<file path="src/sv/ert_ram.sv">
// Simple dual-port synchronous RAM, one write and one registered read per cycle.
// A read of the address being written in the same cycle returns the old data.
module ert_ram #(
  parameter int WIDTH = 64,
  parameter int DEPTH = 64
) (
  input  logic                     clk_i,
  input  logic                     we_i,
  input  logic [$clog2(DEPTH)-1:0] waddr_i,
  input  logic [WIDTH-1:0]         wdata_i,
  input  logic [$clog2(DEPTH)-1:0] raddr_i,
  output logic [WIDTH-1:0]         rdata_o
);

  logic [WIDTH-1:0] mem_q [DEPTH];
  logic [WIDTH-1:0] rdata_q;

  // write port
  always_ff @(posedge clk_i) begin
    if (we_i) begin
      mem_q[waddr_i] <= wdata_i;
    end
  end

  // registered read port
  always_ff @(posedge clk_i) begin
    rdata_q <= mem_q[raddr_i];
  end

  assign rdata_o = rdata_q;

endmodule

</file>
<file path="config.mk">
export PLATFORM = sky130hd
export DESIGN_NAME = ert_ram
export DESIGN_NICKNAME = d
export VERILOG_FILES = /design/src/sv/ert_ram.sv
export SDC_FILE = /design/constraint.sdc
export NUM_CORES = 2
export LEC_CHECK = 0
export BUFFER_PORTS_ARGS = -buffer_cell sky130_fd_sc_hd__buf_4
export CAP_MARGIN = 0
export CORE_MARGIN = 1.5
export CORE_UTILIZATION = 55
export CTS_CLUSTER_DIAMETER = 120
export DETAILED_ROUTE_END_ITERATION = 7
export PLACE_DENSITY_LB_ADDON = 0.05
export SLEW_MARGIN = 20
export SYNTH_ARGS = -nofsm -noshare
export SYNTH_HDL_FRONTEND = slang
export SYNTH_SLANG_ARGS = --single-unit
</file>
<file path="constraint.sdc">
create_clock -name clk_i -period 8.3 [get_ports clk_i]
set_input_delay 1.66 -clock clk_i [delete_from_list [all_inputs] [get_ports clk_i]]
set_output_delay 1.66 -clock clk_i [all_outputs]
set_load 0.05 [all_outputs]
</file>
Word level (Yosys, flattened, before mapping)
Memory sizes are Yosys's and may differ from the RTL's. A register that Yosys moved wholly into a read port is not among the register bits.
Index checks and enable logic that the tools add are counted.
- memories: 1
- flip-flop bits (word level): 0
- memory bits (writable): 4096
- output and inout bits: 64
- word-level logic and storage cells: 3
- mux-type cells: 2
- memories (memory ; words ; bits a word ; rd ports ; clocked after memory_dff ; write ports ; line ; RTL):
    mem_q ; 64 ; 64 ; 1 ; 1 ; 1 ; 15 ; logic [WIDTH-1:0] mem_q [DEPTH];
- operators with widths (operator ; count):
    $mux W1 ; 2

Logic depth before layout (Yosys ltp)
- depth after elaboration: 2
- gate-level depth with buffers: 9
- depth with buffers taken out: 5

Worst setup path after synthesis
OpenSTA, ideal clock, no wires.
- path kind: in2reg
- start: in waddr_i[3]
- end: mem mem_q[48][0] (enable)
- stages: 4
- arrival: 6.532 ns
- path buffers: 1
- path slack: 1.204 ns
- setup time: 0.564 ns
- data required time: 7.736 ns
- cells stage by stage: clkbuf_1 > nor2b_1 > nand4b_1 > nor3_1
- RTL lines (item ; line ; RTL):
    start, declared ; 9 ; input logic [$clog2(DEPTH)-1:0] waddr_i,
    end, declared ; 15 ;
No word-level cell before the write port.

Worst setup path in the final report
- start: in we_i
- end: mem mem_q[38][57] (enable)
- cells in the longest elaborated chain, start to end: 2
- RTL lines (item ; line ; RTL):
    start, declared ; 8 ; input logic we_i,
    $mux W1 ; 20 ; if (we_i) begin
    $mux W1 (implied by the code) ; 21 ; mem_q[waddr_i] <= wdata_i;
No other way between the ends.

==> out/metrics.csv <==
metric,value,unit
Chip Width,536,um
post-DR vias/cell,6.80,
"EDFF count, synth",4096,
DRC viols,0,
CP arrival,4600,ps
leakage power,55.3,nW
antenna violations before repair,31,
CTS Hold Bufs,0,
root buf cell,clkbuf_16,
grt met3 use,5.33,%
I/O Pins,142,
Max-slew headroom,19.0,%
global-route usage over all layers,30.6,%
Worst-Margin Slew,1210,ps
crit-path max FO,30,
Buffers on Ports,141,
share of power burned in registers,52.6,%
status,"finished, final reports clean",
fraction of layout cells with a size suffix above 1,28.5,%
Clock Power Share,42.6,%
CTS buffer count,415,
CP endpoint kind,register,
Sw Share,21.0,%
Worst VDD drop,0.193,mV
synth unique cells,33,
Power Dens Cells,251,nW/um^2
Multi-input gate area,30800,sq um
R2R depth,5,
power consumption,44.4,mW
fill cell total of the finished layout,19100,
register area,124000,sq um
NetSw,9.35,mW
busiest layer in global routing,met2,
max_cap viols,0,
Initial Utilization,55.3,%
WS Path Type,in2reg,
clock buffer depth,4,
Area Growth Syn to Fin,13.1,%
FF-to-FF setup slack,6190,ps
met1 Track Usage GR,44.7,%
Core Area,283000,sq um
RSZ-0062 raised after global routing,false,
vias,75600,
synth warn,0,
Startpoint Class,primary input,
Comb pwr share,4.9,%
fin nets,7079,
final hold violation count,0,
Worst EP required,8850,ps
Hold Crit Class,reg2reg,
Async SR Flop Fraction,0,%
row count,195,
syn_nets,6676,
DP HPWL,232000,um
Finish-stage setup viols,0,
aggregate routed wire length,435000,um
fin crit share,48.8,%
met2 usage in global routing,48.7,%
H-tree depth,5,
drt wl/cell,39.1,um
Mapped Avg Cell Area,23.7,sq um
Setup Buffers After CTS,0,
grt ovf,0,
setup TNS,0,ps
DRT iter0 DRCs,9741,
synthesized flop and latch total,4160,
reg2reg start,mem_q[12][46],
Syn Inst Count,6598,
Setup Skew,34.6,ps
end point of the critical path,mem_q[38][57],
vias in the first global route,75500,
Peak Freq,247,MHz
Die ar.,287000,sq um
Worst-Skew Late Latency,950,ps
largest net degree at the start of global routing,134,
RR Endpoint,rdata_o[46],
post-layout minimum cycle time,4050,ps
die height,536,um
drt pass-1 iters,5,
antenna-violating nets left,0,
main flop type after synthesis,edfxtp_1,
final slew viol count,0,
first-pass GRT wire length,604000,um
Clock transition at path regs,60,ps
CTS tree,done,
post-CTS sizing,0,
Min Hold Slack,839,ps
Internal Pwr Total,35.1,mW
CP Launch Point,we_i,
CTS sink cnt,4160,
RD Place Congestion,0.787,
Mapped Area,156000,sq um
post-synthesis sequential area ratio,79.5,%
metal layers:
layer | share of wire (%) | vias to the layer above | wire length [um]
met5 | 0.051 | - | 223
met4 | 2.7 | 22 | 11600
met3 | 8.9 | 571 | 38700
met2 | 48 | 3716 | 211000
met1 | 40 | 41900 | 173000
li1 | - | 29300 | -
power groups by stage:
stage / Clock (mW) / Sequential, mW / Combinational [mW]
final: 18.9 / 23.4 / 2.16
after global routing: 19.9 / 23.4 / 2.27
after detailed placement: 0 / 23.8 / 2.18
after floorplan: 0 / 23.9 / 1.08
after global placement: 0 / 23.8 / 2.14
after CTS: 19.1 / 23.4 / 2.18
registers in the layout, summed over array words and instances (netlist names):
register	count
mem_q	4096
rdata_o	64
worst min-delay path by stage:
| stage | slack (ps) | end | from | depth (start not counted) |
|---|---|---|---|---|
| finish | 840 | rdata_o[2] | mem_q[54][2] | 4 |
| global route | 870 | rdata_o[2] | mem_q[54][2] | 4 |
| CTS | 840 | rdata_o[2] | mem_q[54][2] | 4 |
| detailed placement | 830 | rdata_o[42] | mem_q[63][42] | 4 |
| global placement | 830 | rdata_o[2] | mem_q[63][2] | 4 |
| floorplan | 790 | rdata_o[61] | mem_q[30][61] | 4 |
layout make-up:
type | instances | share of cell area (%)
repair buffers | 356 | 1.81
well taps | 3743 | 2.65
diodes | 14 | 0.0198
inverters | 19 | 0.0403
clock inverters | 230 | 1.32
clock buffers | 543 | 6.45
flip-flops and latches | 4160 | 70.3
multi-input cells | 2049 | 17.4
logic make-up (layout without fill, tap and decap cells):
kind of cell,Yosys count,count (layout),synth area share [%]
buf+inv,389,1148,1.18
simple gates,386,386,1.24
mux,1159,1159,15.6
other cells,0,14,0
flops,4160,4160,79.5
compound gates,504,504,2.48
synthesized netlist by cell type (34+ instances only):
library cell	count	share of area (%)
nand2_1	58	0.14
and3_1	64	0.26
mux2i_1	135	0.86
buf_2	170	0.54
nor2_1	112	0.27
a22o_1	88	0.49
o22ai_1	83	0.33
buf_4	34	0.16
clkbuf_1	140	0.34
mux4_2	1024	15
dfxtp_1	64	0.82
nand3_1	45	0.14
edfxtp_1	4096	79
a211oi_1	63	0.30
o221ai_1	38	0.21
a22oi_1	168	0.81
through the flow:
step / utilization, % / worst slack [ps] / cells / area, sq um
after global routing: 62.6 / 4120 / 11100 / 177000
after detailed placement: 57.7 / 3280 / 10300 / 163000
final: 62.6 / 4250 / 11100 / 177000
after floorplan: - / 1200 / 6598 / 156000
after CTS: 62.6 / 4280 / 11100 / 177000
after global placement: 57.6 / 3270 / 10300 / 163000
worst max-delay path, stage by stage:
cell and delay [ps]:
buf_4 130, nor2b_1 260, nand3_1 620, nor2_4 1120, buf_4 660
cells in the final DEF, fill, tap and decap left out, types with 31 or more instances in the layout:
cell	synthesis	routed
a211oi_1	63	63
a22o_1	88	88
a22oi_1	168	168
and3_1	64	64
buf_12	0	34
buf_4	34	316
bufinv_16	0	46
clkbuf_1	140	86
clkbuf_16	0	426
clkbuf_8	0	31
clkinv_1	0	75
clkinv_2	0	88
dfxtp_1	64	64
edfxtp_1	4096	4096
mux2i_1	135	135
mux4_2	1024	1024
nand2_1	58	54
nand3_1	45	45
nor2_1	112	47
nor2_4	0	65
o221ai_1	38	38
o22ai_1	83	83
Note: power is estimated with default switching activity, not from simulation.
