File: src/sv/ert_pkg.sv
// Shared types and constants for the epoch reclaim table.
package ert_pkg;

  // Fixed field widths
  localparam int OP_W    = 3;
  localparam int OWNER_W = 16;
  localparam int SLOT_W  = 6;
  localparam int EPOCH_W = 64;

  // Result status codes
  localparam logic STATUS_OK   = 1'b0;
  localparam logic STATUS_FULL = 1'b1;

  // Command codes
  typedef enum logic [OP_W-1:0] {
    OP_RESERVE   = 3'd0,
    OP_PROTECT   = 3'd1,
    OP_UNPROTECT = 3'd2,
    OP_QUERY     = 3'd3,
    OP_BUMP      = 3'd4
  } op_e;

  // Controller states
  typedef enum logic [2:0] {
    ST_CLEAR,
    ST_IDLE,
    ST_EXEC,
    ST_REDUCE,
    ST_PROBE,
    ST_SCAN,
    ST_FIN
  } state_e;

endpackage

File: src/sv/ert_ctrl.sv
// Command sequencer: decodes a beat, runs the read-modify-write on the two
// slot stores, the reserve probe and the bump scan, and registers the result.
module ert_ctrl #(
  parameter int TABLE_ENTRIES = 64
) (
  input  logic                              clk_i,
  input  logic                              rst_ni,
  // command side
  input  logic                              start,
  output logic                              busy,
  input  logic [ert_pkg::OP_W-1:0]          op_i,
  input  logic [ert_pkg::OWNER_W-1:0]       requester_id_i,
  input  logic [ert_pkg::SLOT_W-1:0]        start_index_i,
  input  logic [ert_pkg::SLOT_W-1:0]        slot_i,
  input  logic [ert_pkg::EPOCH_W-1:0]       epoch_i,
  // result side
  output logic                              done_o,
  output logic                              status_o,
  output logic [ert_pkg::SLOT_W-1:0]        granted_slot_o,
  output logic                              is_protected_o,
  output logic [ert_pkg::EPOCH_W-1:0]       safe_epoch_o,
  output logic [ert_pkg::EPOCH_W-1:0]       epoch_now_o,
  // shared read address for both stores
  output logic [$clog2(TABLE_ENTRIES)-1:0]  raddr_o,
  // owner store
  output logic                              own_we_o,
  output logic [$clog2(TABLE_ENTRIES)-1:0]  own_waddr_o,
  output logic [ert_pkg::OWNER_W-1:0]       own_wdata_o,
  input  logic [ert_pkg::OWNER_W-1:0]       own_rdata_i,
  // protected-epoch store
  output logic                              ep_we_o,
  output logic [$clog2(TABLE_ENTRIES)-1:0]  ep_waddr_o,
  output logic [ert_pkg::EPOCH_W-1:0]       ep_wdata_o,
  input  logic [ert_pkg::EPOCH_W-1:0]       ep_rdata_i
);

  localparam int IDX_W = $clog2(TABLE_ENTRIES);
  localparam int CNT_W = IDX_W + 1;
  // wide enough for both a slot number and a table index
  localparam int AW    = (IDX_W > ert_pkg::SLOT_W) ? IDX_W : ert_pkg::SLOT_W;

  localparam logic [IDX_W-1:0] LAST_IDX  = IDX_W'(TABLE_ENTRIES - 1);
  localparam logic [CNT_W-1:0] FULL_CNT  = CNT_W'(TABLE_ENTRIES);
  localparam logic [AW:0]      ENTRIES_X = (AW+1)'(TABLE_ENTRIES);
  localparam logic [AW-1:0]    ENTRIES_A = AW'(TABLE_ENTRIES);

  ert_pkg::state_e state_q, state_d;

  // latched command beat
  ert_pkg::op_e                  op_q;
  logic [ert_pkg::OWNER_W-1:0]   who_q;
  logic [AW-1:0]                 start_q, start_d;
  logic [IDX_W-1:0]              slot_q;
  logic                          slot_ok_q;
  logic [ert_pkg::EPOCH_W-1:0]   epoch_q;

  // probe / scan / clear pointers
  logic [IDX_W-1:0]              iss_idx_q, iss_idx_d, iss_idx_nxt;
  logic [CNT_W-1:0]              iss_cnt_q, iss_cnt_d;
  logic                          chk_vld_q, chk_vld_d;
  logic [IDX_W-1:0]              chk_idx_q, chk_idx_d;
  logic [AW-1:0]                 chk_w;
  logic [ert_pkg::EPOCH_W-1:0]   min_q, min_d;

  // architectural epochs and result registers
  logic [ert_pkg::EPOCH_W-1:0]   global_q, global_d;
  logic [ert_pkg::EPOCH_W-1:0]   reclaim_q, reclaim_d;
  logic                          status_q, status_d;
  logic [ert_pkg::SLOT_W-1:0]    granted_q, granted_d;
  logic                          prot_q, prot_d;
  logic                          done_q, done_d;

  // slot decode of the incoming beat
  logic [AW-1:0]                 slot_w;
  logic [IDX_W-1:0]              slot_addr;
  logic                          slot_ok;
  logic                          accept;

  assign slot_w    = AW'(slot_i);
  assign slot_addr = slot_w[IDX_W-1:0];
  assign slot_ok   = {1'b0, slot_w} < ENTRIES_X;
  assign accept    = start && !busy;

  assign iss_idx_nxt = (iss_idx_q == LAST_IDX) ? '0 : iss_idx_q + 1'b1;
  assign chk_w       = AW'(chk_idx_q);

  // state and control registers
  always_ff @(posedge clk_i or negedge rst_ni) begin
    if (!rst_ni) begin
      state_q   <= ert_pkg::ST_CLEAR;
      iss_idx_q <= '0;
      iss_cnt_q <= '0;
      chk_vld_q <= 1'b0;
      global_q  <= ert_pkg::EPOCH_W'(1);
      reclaim_q <= '0;
      status_q  <= ert_pkg::STATUS_OK;
      granted_q <= '0;
      prot_q    <= 1'b0;
      done_q    <= 1'b0;
    end else begin
      state_q   <= state_d;
      iss_idx_q <= iss_idx_d;
      iss_cnt_q <= iss_cnt_d;
      chk_vld_q <= chk_vld_d;
      global_q  <= global_d;
      reclaim_q <= reclaim_d;
      status_q  <= status_d;
      granted_q <= granted_d;
      prot_q    <= prot_d;
      done_q    <= done_d;
    end
  end

  // payload registers
  always_ff @(posedge clk_i) begin
    if (accept) begin
      op_q      <= ert_pkg::op_e'(op_i);
      who_q     <= requester_id_i;
      slot_q    <= slot_addr;
      slot_ok_q <= slot_ok;
      epoch_q   <= epoch_i;
    end
    start_q   <= accept ? AW'(start_index_i) : start_d;
    chk_idx_q <= chk_idx_d;
    min_q     <= min_d;
  end

  // next state, store accesses and result
  always_comb begin
    state_d     = state_q;
    start_d     = start_q;
    iss_idx_d   = iss_idx_q;
    iss_cnt_d   = iss_cnt_q;
    chk_vld_d   = 1'b0;
    chk_idx_d   = iss_idx_q;
    min_d       = min_q;
    global_d    = global_q;
    reclaim_d   = reclaim_q;
    status_d    = status_q;
    granted_d   = granted_q;
    prot_d      = prot_q;
    done_d      = 1'b0;
    busy        = 1'b1;
    raddr_o     = iss_idx_q;
    own_we_o    = 1'b0;
    own_waddr_o = chk_idx_q;
    own_wdata_o = who_q;
    ep_we_o     = 1'b0;
    ep_waddr_o  = slot_q;
    ep_wdata_o  = epoch_q;

    unique case (state_q)
      // zero both stores, one entry per cycle
      ert_pkg::ST_CLEAR: begin
        own_we_o    = 1'b1;
        own_waddr_o = iss_idx_q;
        own_wdata_o = '0;
        ep_we_o     = 1'b1;
        ep_waddr_o  = iss_idx_q;
        ep_wdata_o  = '0;
        iss_idx_d   = iss_idx_nxt;
        if (iss_idx_q == LAST_IDX) begin
          state_d = ert_pkg::ST_IDLE;
        end
      end

      // read the addressed slot while the beat is taken
      ert_pkg::ST_IDLE: begin
        busy    = 1'b0;
        raddr_o = slot_addr;
        if (accept) begin
          state_d = ert_pkg::ST_EXEC;
        end
      end

      // single-slot and unknown commands finish here; reserve and bump branch off
      ert_pkg::ST_EXEC: begin
        status_d  = ert_pkg::STATUS_OK;
        granted_d = '0;
        prot_d    = 1'b0;
        unique case (op_q)
          ert_pkg::OP_PROTECT: begin
            ep_we_o = slot_ok_q;
            done_d  = 1'b1;
            state_d = ert_pkg::ST_IDLE;
          end
          ert_pkg::OP_UNPROTECT: begin
            ep_we_o    = slot_ok_q;
            ep_wdata_o = '0;
            done_d     = 1'b1;
            state_d    = ert_pkg::ST_IDLE;
          end
          ert_pkg::OP_QUERY: begin
            prot_d  = slot_ok_q && (ep_rdata_i != '0);
            done_d  = 1'b1;
            state_d = ert_pkg::ST_IDLE;
          end
          ert_pkg::OP_RESERVE: begin
            state_d = ert_pkg::ST_REDUCE;
          end
          ert_pkg::OP_BUMP: begin
            iss_idx_d = '0;
            iss_cnt_d = '0;
            min_d     = global_q;
            state_d   = ert_pkg::ST_SCAN;
          end
          default: begin
            done_d  = 1'b1;
            state_d = ert_pkg::ST_IDLE;
          end
        endcase
      end

      // bring the probe start into the table range
      ert_pkg::ST_REDUCE: begin
        if ({1'b0, start_q} >= ENTRIES_X) begin
          start_d = start_q - ENTRIES_A;
        end else begin
          iss_idx_d = start_q[IDX_W-1:0];
          iss_cnt_d = '0;
          state_d   = ert_pkg::ST_PROBE;
        end
      end

      // pipelined linear probe: issue one read, check the previous one
      ert_pkg::ST_PROBE: begin
        if (iss_cnt_q != FULL_CNT) begin
          chk_vld_d = 1'b1;
          iss_cnt_d = iss_cnt_q + 1'b1;
          iss_idx_d = iss_idx_nxt;
        end
        if (chk_vld_q) begin
          if (own_rdata_i == '0) begin
            own_we_o  = 1'b1;
            granted_d = chk_w[ert_pkg::SLOT_W-1:0];
            done_d    = 1'b1;
            state_d   = ert_pkg::ST_IDLE;
          end else if (iss_cnt_q == FULL_CNT) begin
            status_d = ert_pkg::STATUS_FULL;
            done_d   = 1'b1;
            state_d  = ert_pkg::ST_IDLE;
          end
        end
      end

      // pipelined minimum over nonzero protected epochs
      ert_pkg::ST_SCAN: begin
        if (iss_cnt_q != FULL_CNT) begin
          chk_vld_d = 1'b1;
          iss_cnt_d = iss_cnt_q + 1'b1;
          iss_idx_d = iss_idx_nxt;
        end
        if (chk_vld_q && (ep_rdata_i != '0) && (ep_rdata_i < min_q)) begin
          min_d = ep_rdata_i;
        end
        if (chk_vld_q && (iss_cnt_q == FULL_CNT)) begin
          state_d = ert_pkg::ST_FIN;
        end
      end

      // commit the bump; min_q is never zero
      ert_pkg::ST_FIN: begin
        reclaim_d = min_q - 1'b1;
        global_d  = (global_q == '1) ? global_q : global_q + 1'b1;
        done_d    = 1'b1;
        state_d   = ert_pkg::ST_IDLE;
      end

      default: begin
        state_d = ert_pkg::ST_IDLE;
      end
    endcase
  end

  assign done_o         = done_q;
  assign status_o       = status_q;
  assign granted_slot_o = granted_q;
  assign is_protected_o = prot_q;
  assign safe_epoch_o   = reclaim_q;
  assign epoch_now_o    = global_q;

endmodule

File: config.mk
export PLATFORM = sky130hd
export DESIGN_NAME = ert_ctrl
export DESIGN_NICKNAME = d
export VERILOG_FILES = /design/src/sv/ert_pkg.sv /design/src/sv/ert_ctrl.sv
export SDC_FILE = /design/constraint.sdc
export NUM_CORES = 1
export LEC_CHECK = 0
export ABC_AREA = 0
export BUFFER_PORTS_ARGS = -buffer_cell sky130_fd_sc_hd__buf_2
export CAP_MARGIN = 20
export CORE_ASPECT_RATIO = 0.75
export CORE_UTILIZATION = 30
export DETAILED_ROUTE_END_ITERATION = 8
export SLEW_MARGIN = 40
export SYNTH_ARGS = -nofsm -noshare
export SYNTH_HDL_FRONTEND = slang
export SYNTH_SLANG_ARGS = --single-unit
File: constraint.sdc
create_clock -name clk_i -period 13.5 [get_ports clk_i]
set_input_delay 2.025 -clock clk_i [delete_from_list [all_inputs] [get_ports clk_i]]
set_output_delay 2.025 -clock clk_i [all_outputs]
set_load 0.02 [all_outputs]
; ---- After elaboration in Yosys (flattened, before gate mapping)
; Index checks and enable logic that the tools add are counted.
[totals]
wordCells = 116
regBits = 319
output_inout_bits = 238
input_bits = 178
[op_classes]
muxes = 46
add_sub_neg = 4
bitwise_logic = 1
n_lt_le_gt_ge = 1
n_eq_ne = 25
reduce_logical = 22
[op_table]
columns = operator, count
row1 = one-hot mux 64 bit (2 select lines), 2
row2 = two-way mux 64 bit, 3
row3 = "adder 64 x 1 -> 64 bit, second input constant", 1
row4 = "== test 64 bit, second input constant", 1
row5 = less-than comparator 64 bit, 1
row6 = nonzero test 64 bit, 1
row7 = "subtractor 64 x 1 -> 64 bit, second input constant", 1
row8 = two-way mux 6 bit, 9
row9 = one-hot mux 6 bit (4 select lines), 1
row10 = one-hot mux 7 bit (3 select lines), 1
row11 = two-way mux 3 bit, 6
row12 = "inequality test 2 bit, second input constant", 9
row13 = one-hot mux 3 bit (6 select lines), 1
row14 = zero test 16 bit, 1
row15 = two-way mux 16 bit, 1
row16 = two-way mux 1 bit, 14
row17 = two-way mux 7 bit, 2
row18 = "== test 3 x 2 -> 1 bit, second input constant", 4
row19 = "== test 3 bit, second input constant", 4
row20 = one-hot mux 6 bit (2 select lines), 1
row21 = AND reduction 3 bit, 4
row22 = "adder 7 x 1 -> 7 bit, second input constant", 1
row23 = "== test 7 bit, second input constant", 1
row24 = "inequality test 7 bit, second input constant", 1
row25 = other kinds (18), 28

; ---- Depth between registers and ports, before layout
[depth]
depth_word = 5
mapped_depth = 10
ltp_nobuf = 8

; ---- Worst setup path after synthesis
; No wires, ideal clock.
[synth_path]
kind = in2reg
startpoint = input ep_rdata_i[37] (netlist bit)
endpoint = register min_q[0] (netlist bit) (enable)
slack_ps = 5096
stages = 7
required_ps = 12926
t_arrival_ps = 7830
setup_time_ps = 574
path_buffers = 0
path_cell_list = ha_1 a211o_1 a21oi_1 o211ai_1 a2111oi_0 nand3_1 o21ai_0
[synth_via]
elab_chain_cells = 5
word_cells_on_any_way = 6
cone_classes = order compare: 1 / eq/ne: 1 / reduce/logical: 4
[synth_lines]
columns = item, line_no
row1 = start: declaration, ert_ctrl.sv:34  ; input logic [ert_pkg::EPOCH_W-1:0] ep_rdata_i
row2 = branches (longest 2 deep; another with less-than comparator 64 bit), -
row3 = logical AND 1 bit (*), ert_ctrl.sv:253  ; if (chk_vld_q && (ep_rdata_i != '0) && (ep_rdata_i < min_q)) begin
row4 = inequality test 2 bit (no line) (*), -
row5 = AND reduction 3 bit (no line) (*), -
row6 = end signal: assignment, ert_ctrl.sv:125  ; min_q <= min_d;
row7 = end: declaration, ert_ctrl.sv:63  ; logic [ert_pkg::EPOCH_W-1:0] min_q, min_d;
; Every way passes the cells marked *.
; A chain may end at the register's enable or synchronous reset.

; ---- Worst setup path in the final report
[layout_path]
startpoint = input own_rdata_i[1] (netlist bit)
endpoint = output own_we_o
[layout_via]
elab_chain_cells = 4
[layout_lines]
columns = item, line_no
row1 = start: declaration, ert_ctrl.sv:29  ; input logic [ert_pkg::OWNER_W-1:0] own_rdata_i,
row2 = zero test 16 bit, ert_ctrl.sv:233  ; if (own_rdata_i == '0) begin
row3 = two-way mux 1 bit, ert_ctrl.sv:233
row4 = two-way mux 1 bit, ert_ctrl.sv:232  ; if (chk_vld_q) begin
row5 = one-hot mux 1 bit (2 select lines), ert_ctrl.sv:152  ; unique case (state_q)
row6 = end: declaration, ert_ctrl.sv:26  ; output logic own_we_o,
; Every way passes these cells.

==> key figures <==
Run status
  • Status: complete, no violations

Placed design
  • Detailed placement HPWL: 38800 um
  • Placer congestion estimate: 0.912
  • I/O Buffers: 415

Synthesis
  • Yosys reg bits: 319
  • Post-synthesis instance total: 1455
  • Async SR Flop Fraction: 0.483
  • Number of synthesized flops with an enable pin: 159
  • Mapped Area: 0.0163 mm2
  • Mapped Avg Cell Area: 11.2 um2
  • Mapped Nets: 1701
  • Cell with the most instances after synthesis: nand2_1
  • Commonest cells post-synth: nand2_1 (164), edfxtp_1 (159), dfrtp_1 (153)
  • Post-synth top area share: 0.294
  • Yosys cell types: 74
  • Top_reg_cell synth: edfxtp_1
  • Synth top area cells: edfxtp_1 (29%), dfrtp_1 (24%), xnor2_1 (5.4%), ha_1 (5.2%), mux2_2 (4.9%)
  • Most area-hungry cell type in the Yosys netlist: edfxtp_1
  • Sequential fraction of the synthesis area: 0.538
  • Yosys Warn Count: 0

Clock tree
  • Clock transition at path regs: 0.05 ns
  • CTS Buf Count: 37
  • Clk Latency, worst-skew pair: 0.57 ns
  • Clk root buf: clkbuf_16
  • Post-cts resize count: 0
  • CTS tree: done
  • H-tree levels: 2
  • Clock Path Buffers: 3
  • Hold_buf cts: 0
  • Clock tree sinks: 319
  • Number of post-CTS setup repair buffers: 0

Routing
  • Drt first pass iters: 5
  • Total routed wirelength: 51200 um
  • Via count: 12800
  • DRT iter0 DRCs: 862
  • DR vias/cell: 4.92
  • DRC viols: 0
  • DR WL/cell: 19.6 um
  • Antenna-violating nets left: 0

Setup path
  • CP Max Fanout: 2
  • Worst reg2reg endpoint: min_q[3]
  • Worst EP required: 11.48 ns
  • Critical path class: primary input to output pin
  • Worst r2r src: min_q[37]
  • CP Data Arrival Time: 3.45 ns
  • Worst Reg2Reg Path Length in Cells: 9
  • Crit end category: output pin
  • Reg2Reg Setup Slack: 9.85 ns
  • Setup crit start kind: primary input

Hold path
  • Hold path start: chk_idx_q[5]
  • Worst Hold End: granted_slot_o[5]
  • Hold path cells: 2
  • Min-delay worst type: flop to flop

Floorplanning
  • IO Pins: 416
  • Die area: 0.0551 mm2
  • Die W: 271 um
  • Initial Utilization: 0.305
  • Die height: 204 um
  • Site row count: 73
  • Core area: 0.0532 mm2

Timing
  • RSZ-0062 raised after global routing: false
  • TNS Setup: 0 ns
  • Max Freq: 183 MHz
  • Final count of negative-setup-slack endpoints: 0
  • Fin crit share: 0.405
  • Tightest Pin Transition: 0.945 ns
  • Slew Viols, Final: 0
  • Final Hold Fails: 0
  • Final Skew: 0.0304 ns
  • Max_slew headroom: 0.369
  • Fin crit period: 5.47 ns

Pwr
  • Internal power: 2.13 mW
  • Switching power: 1.14 mW
  • Reg power frac: 0.394
  • Cell Pwr Density: 160 mW/mm2
  • Switching share of power: 0.349
  • Combinational Power Share: 0.288
  • VDD IR-drop max: 83.5 uV
  • Leak Pwr: 9.05 nW
  • Clock power frac: 0.319

Run
  • Max_cap viols: 0

Final layout
  • Fin nets: 2111
  • Fraction of layout cells with a size suffix above 1: 0.322
  • Area growth, synth to finish: 25.6%
  • Final core utilization: 0.383

Global routing
  • Overall Global Routing Usage: 0.182
  • Initial antenna violation count: 2
  • Largest net degree at the start of global routing: 93
  • Global-route wire length before repair: 77000 um
  • Vias in the first global route: 12500
  • Total global routing overflow: 0
cells by family (layout without fill, tap and decap cells):
family | Yosys count | after routing | synth area share
AND/OR/NAND/NOR | 576 | 576 | 0.196
flip-flops | 319 | 319 | 0.538
AO/OA/AOI/OAI | 162 | 162 | 0.0598
XOR/XNOR | 129 | 129 | 0.0695
buffers and inverters | 129 | 568 | 0.0336
multiplexers | 72 | 72 | 0.0499
adder cells (fa/ha/maj) | 68 | 68 | 0.0523
other | 0 | 1 | 0
sequential cells by signal (all words and copies together), names as in the netlist, 3 cells and up:
signal	count
epoch_q	64
state_q	3
who_q	16
safe_epoch_o	64
min_q	64
op_q	3
iss_cnt_q	7
granted_slot_o	6
chk_idx_d	6
start_d	6
epoch_now_o	64
slot_q	6
chk_idx_q	6
layout by cell type (no fill, tap or decap), types with 17 or more instances in the layout:
| cell type | Yosys | routed |
|---|---|---|
| buf_2 | 1 | 414 |
| nand2_1 | 164 | 164 |
| edfxtp_1 | 159 | 159 |
| dfrtp_1 | 153 | 153 |
| xnor2_1 | 101 | 101 |
| inv_1 | 74 | 74 |
| mux2_2 | 71 | 71 |
| ha_1 | 68 | 68 |
| nor2b_1 | 67 | 67 |
| nor2_1 | 55 | 55 |
| nand3_1 | 53 | 53 |
| nand4_1 | 47 | 47 |
| o21ai_0 | 45 | 43 |
| clkbuf_16 | 0 | 38 |
| nor3_1 | 39 | 37 |
| o21ai_1 | 34 | 35 |
| nor4_1 | 38 | 33 |
| xor2_1 | 28 | 28 |
| a21oi_1 | 24 | 23 |
| and2_1 | 18 | 17 |
power groups by stage:
stage               clock network, mW  logic (mW)  registers (mW)
CTS                              1.08       0.942            1.28
detailed placement                  0       0.937            1.30
global placement                    0       0.917            1.30
global route                     1.11        1.02            1.30
finish                           1.04       0.940            1.29
floorplan                           0       0.638            1.28
worst max-delay path, cell delays in order:
cell,delay [ns]
buf_2,0.10
nor4_1,0.36
and4_1,0.39
nand2_1,0.09
a211oi_1,0.24
buf_2,0.23
area by class of cell:
cell class	instances	area (um2)
Antenna cell	1	2.50
Clock buffer	43	980
Clock inverter	25	269
Fill cell	5222	32800
Inverter	74	278
Multi-Input combinational cell	1007	7040
Sequential cell	319	8750
Tap cell	712	891
Timing Repair Buffer	426	2210
worst max path at each step:
stage | start | to | slack, ns
finish | own_rdata_i[1] | own_we_o | 8.03
global route | own_rdata_i[1] | own_we_o | 7.94
CTS | own_rdata_i[1] | own_we_o | 8.05
floorplan | ep_rdata_i[37] | min_q[0] | 5.10
global placement | ep_rdata_i[1] | min_q[0] | 8.01
detailed placement | own_rdata_i[10] | own_we_o | 8.06
stage by stage:
stage               instance area [um2]  power, mW  hold slack, ns  instances  setup WS (ns)
floorplan                         16300       1.92           0.418       1455           5.10
global placement                  19100       2.22           0.443       2537           8.01
detailed placement                19100       2.24           0.453       2537           8.06
CTS                               20400       3.30           0.464       2605           8.05
global route                      20400       3.44           0.482       2606           7.94
finish                            20400       3.27           0.459       2607           8.03
routing by layer:
layer  part of all wire  GRT usage  wire length, um
met1               0.47      0.262            24300
met4              0.022     0.0537             1130
met3              0.059     0.0367             3010
met5            0.00045          0               23
met2               0.44      0.274            22700
No activity file was read; power rests on OpenSTA's default activity.
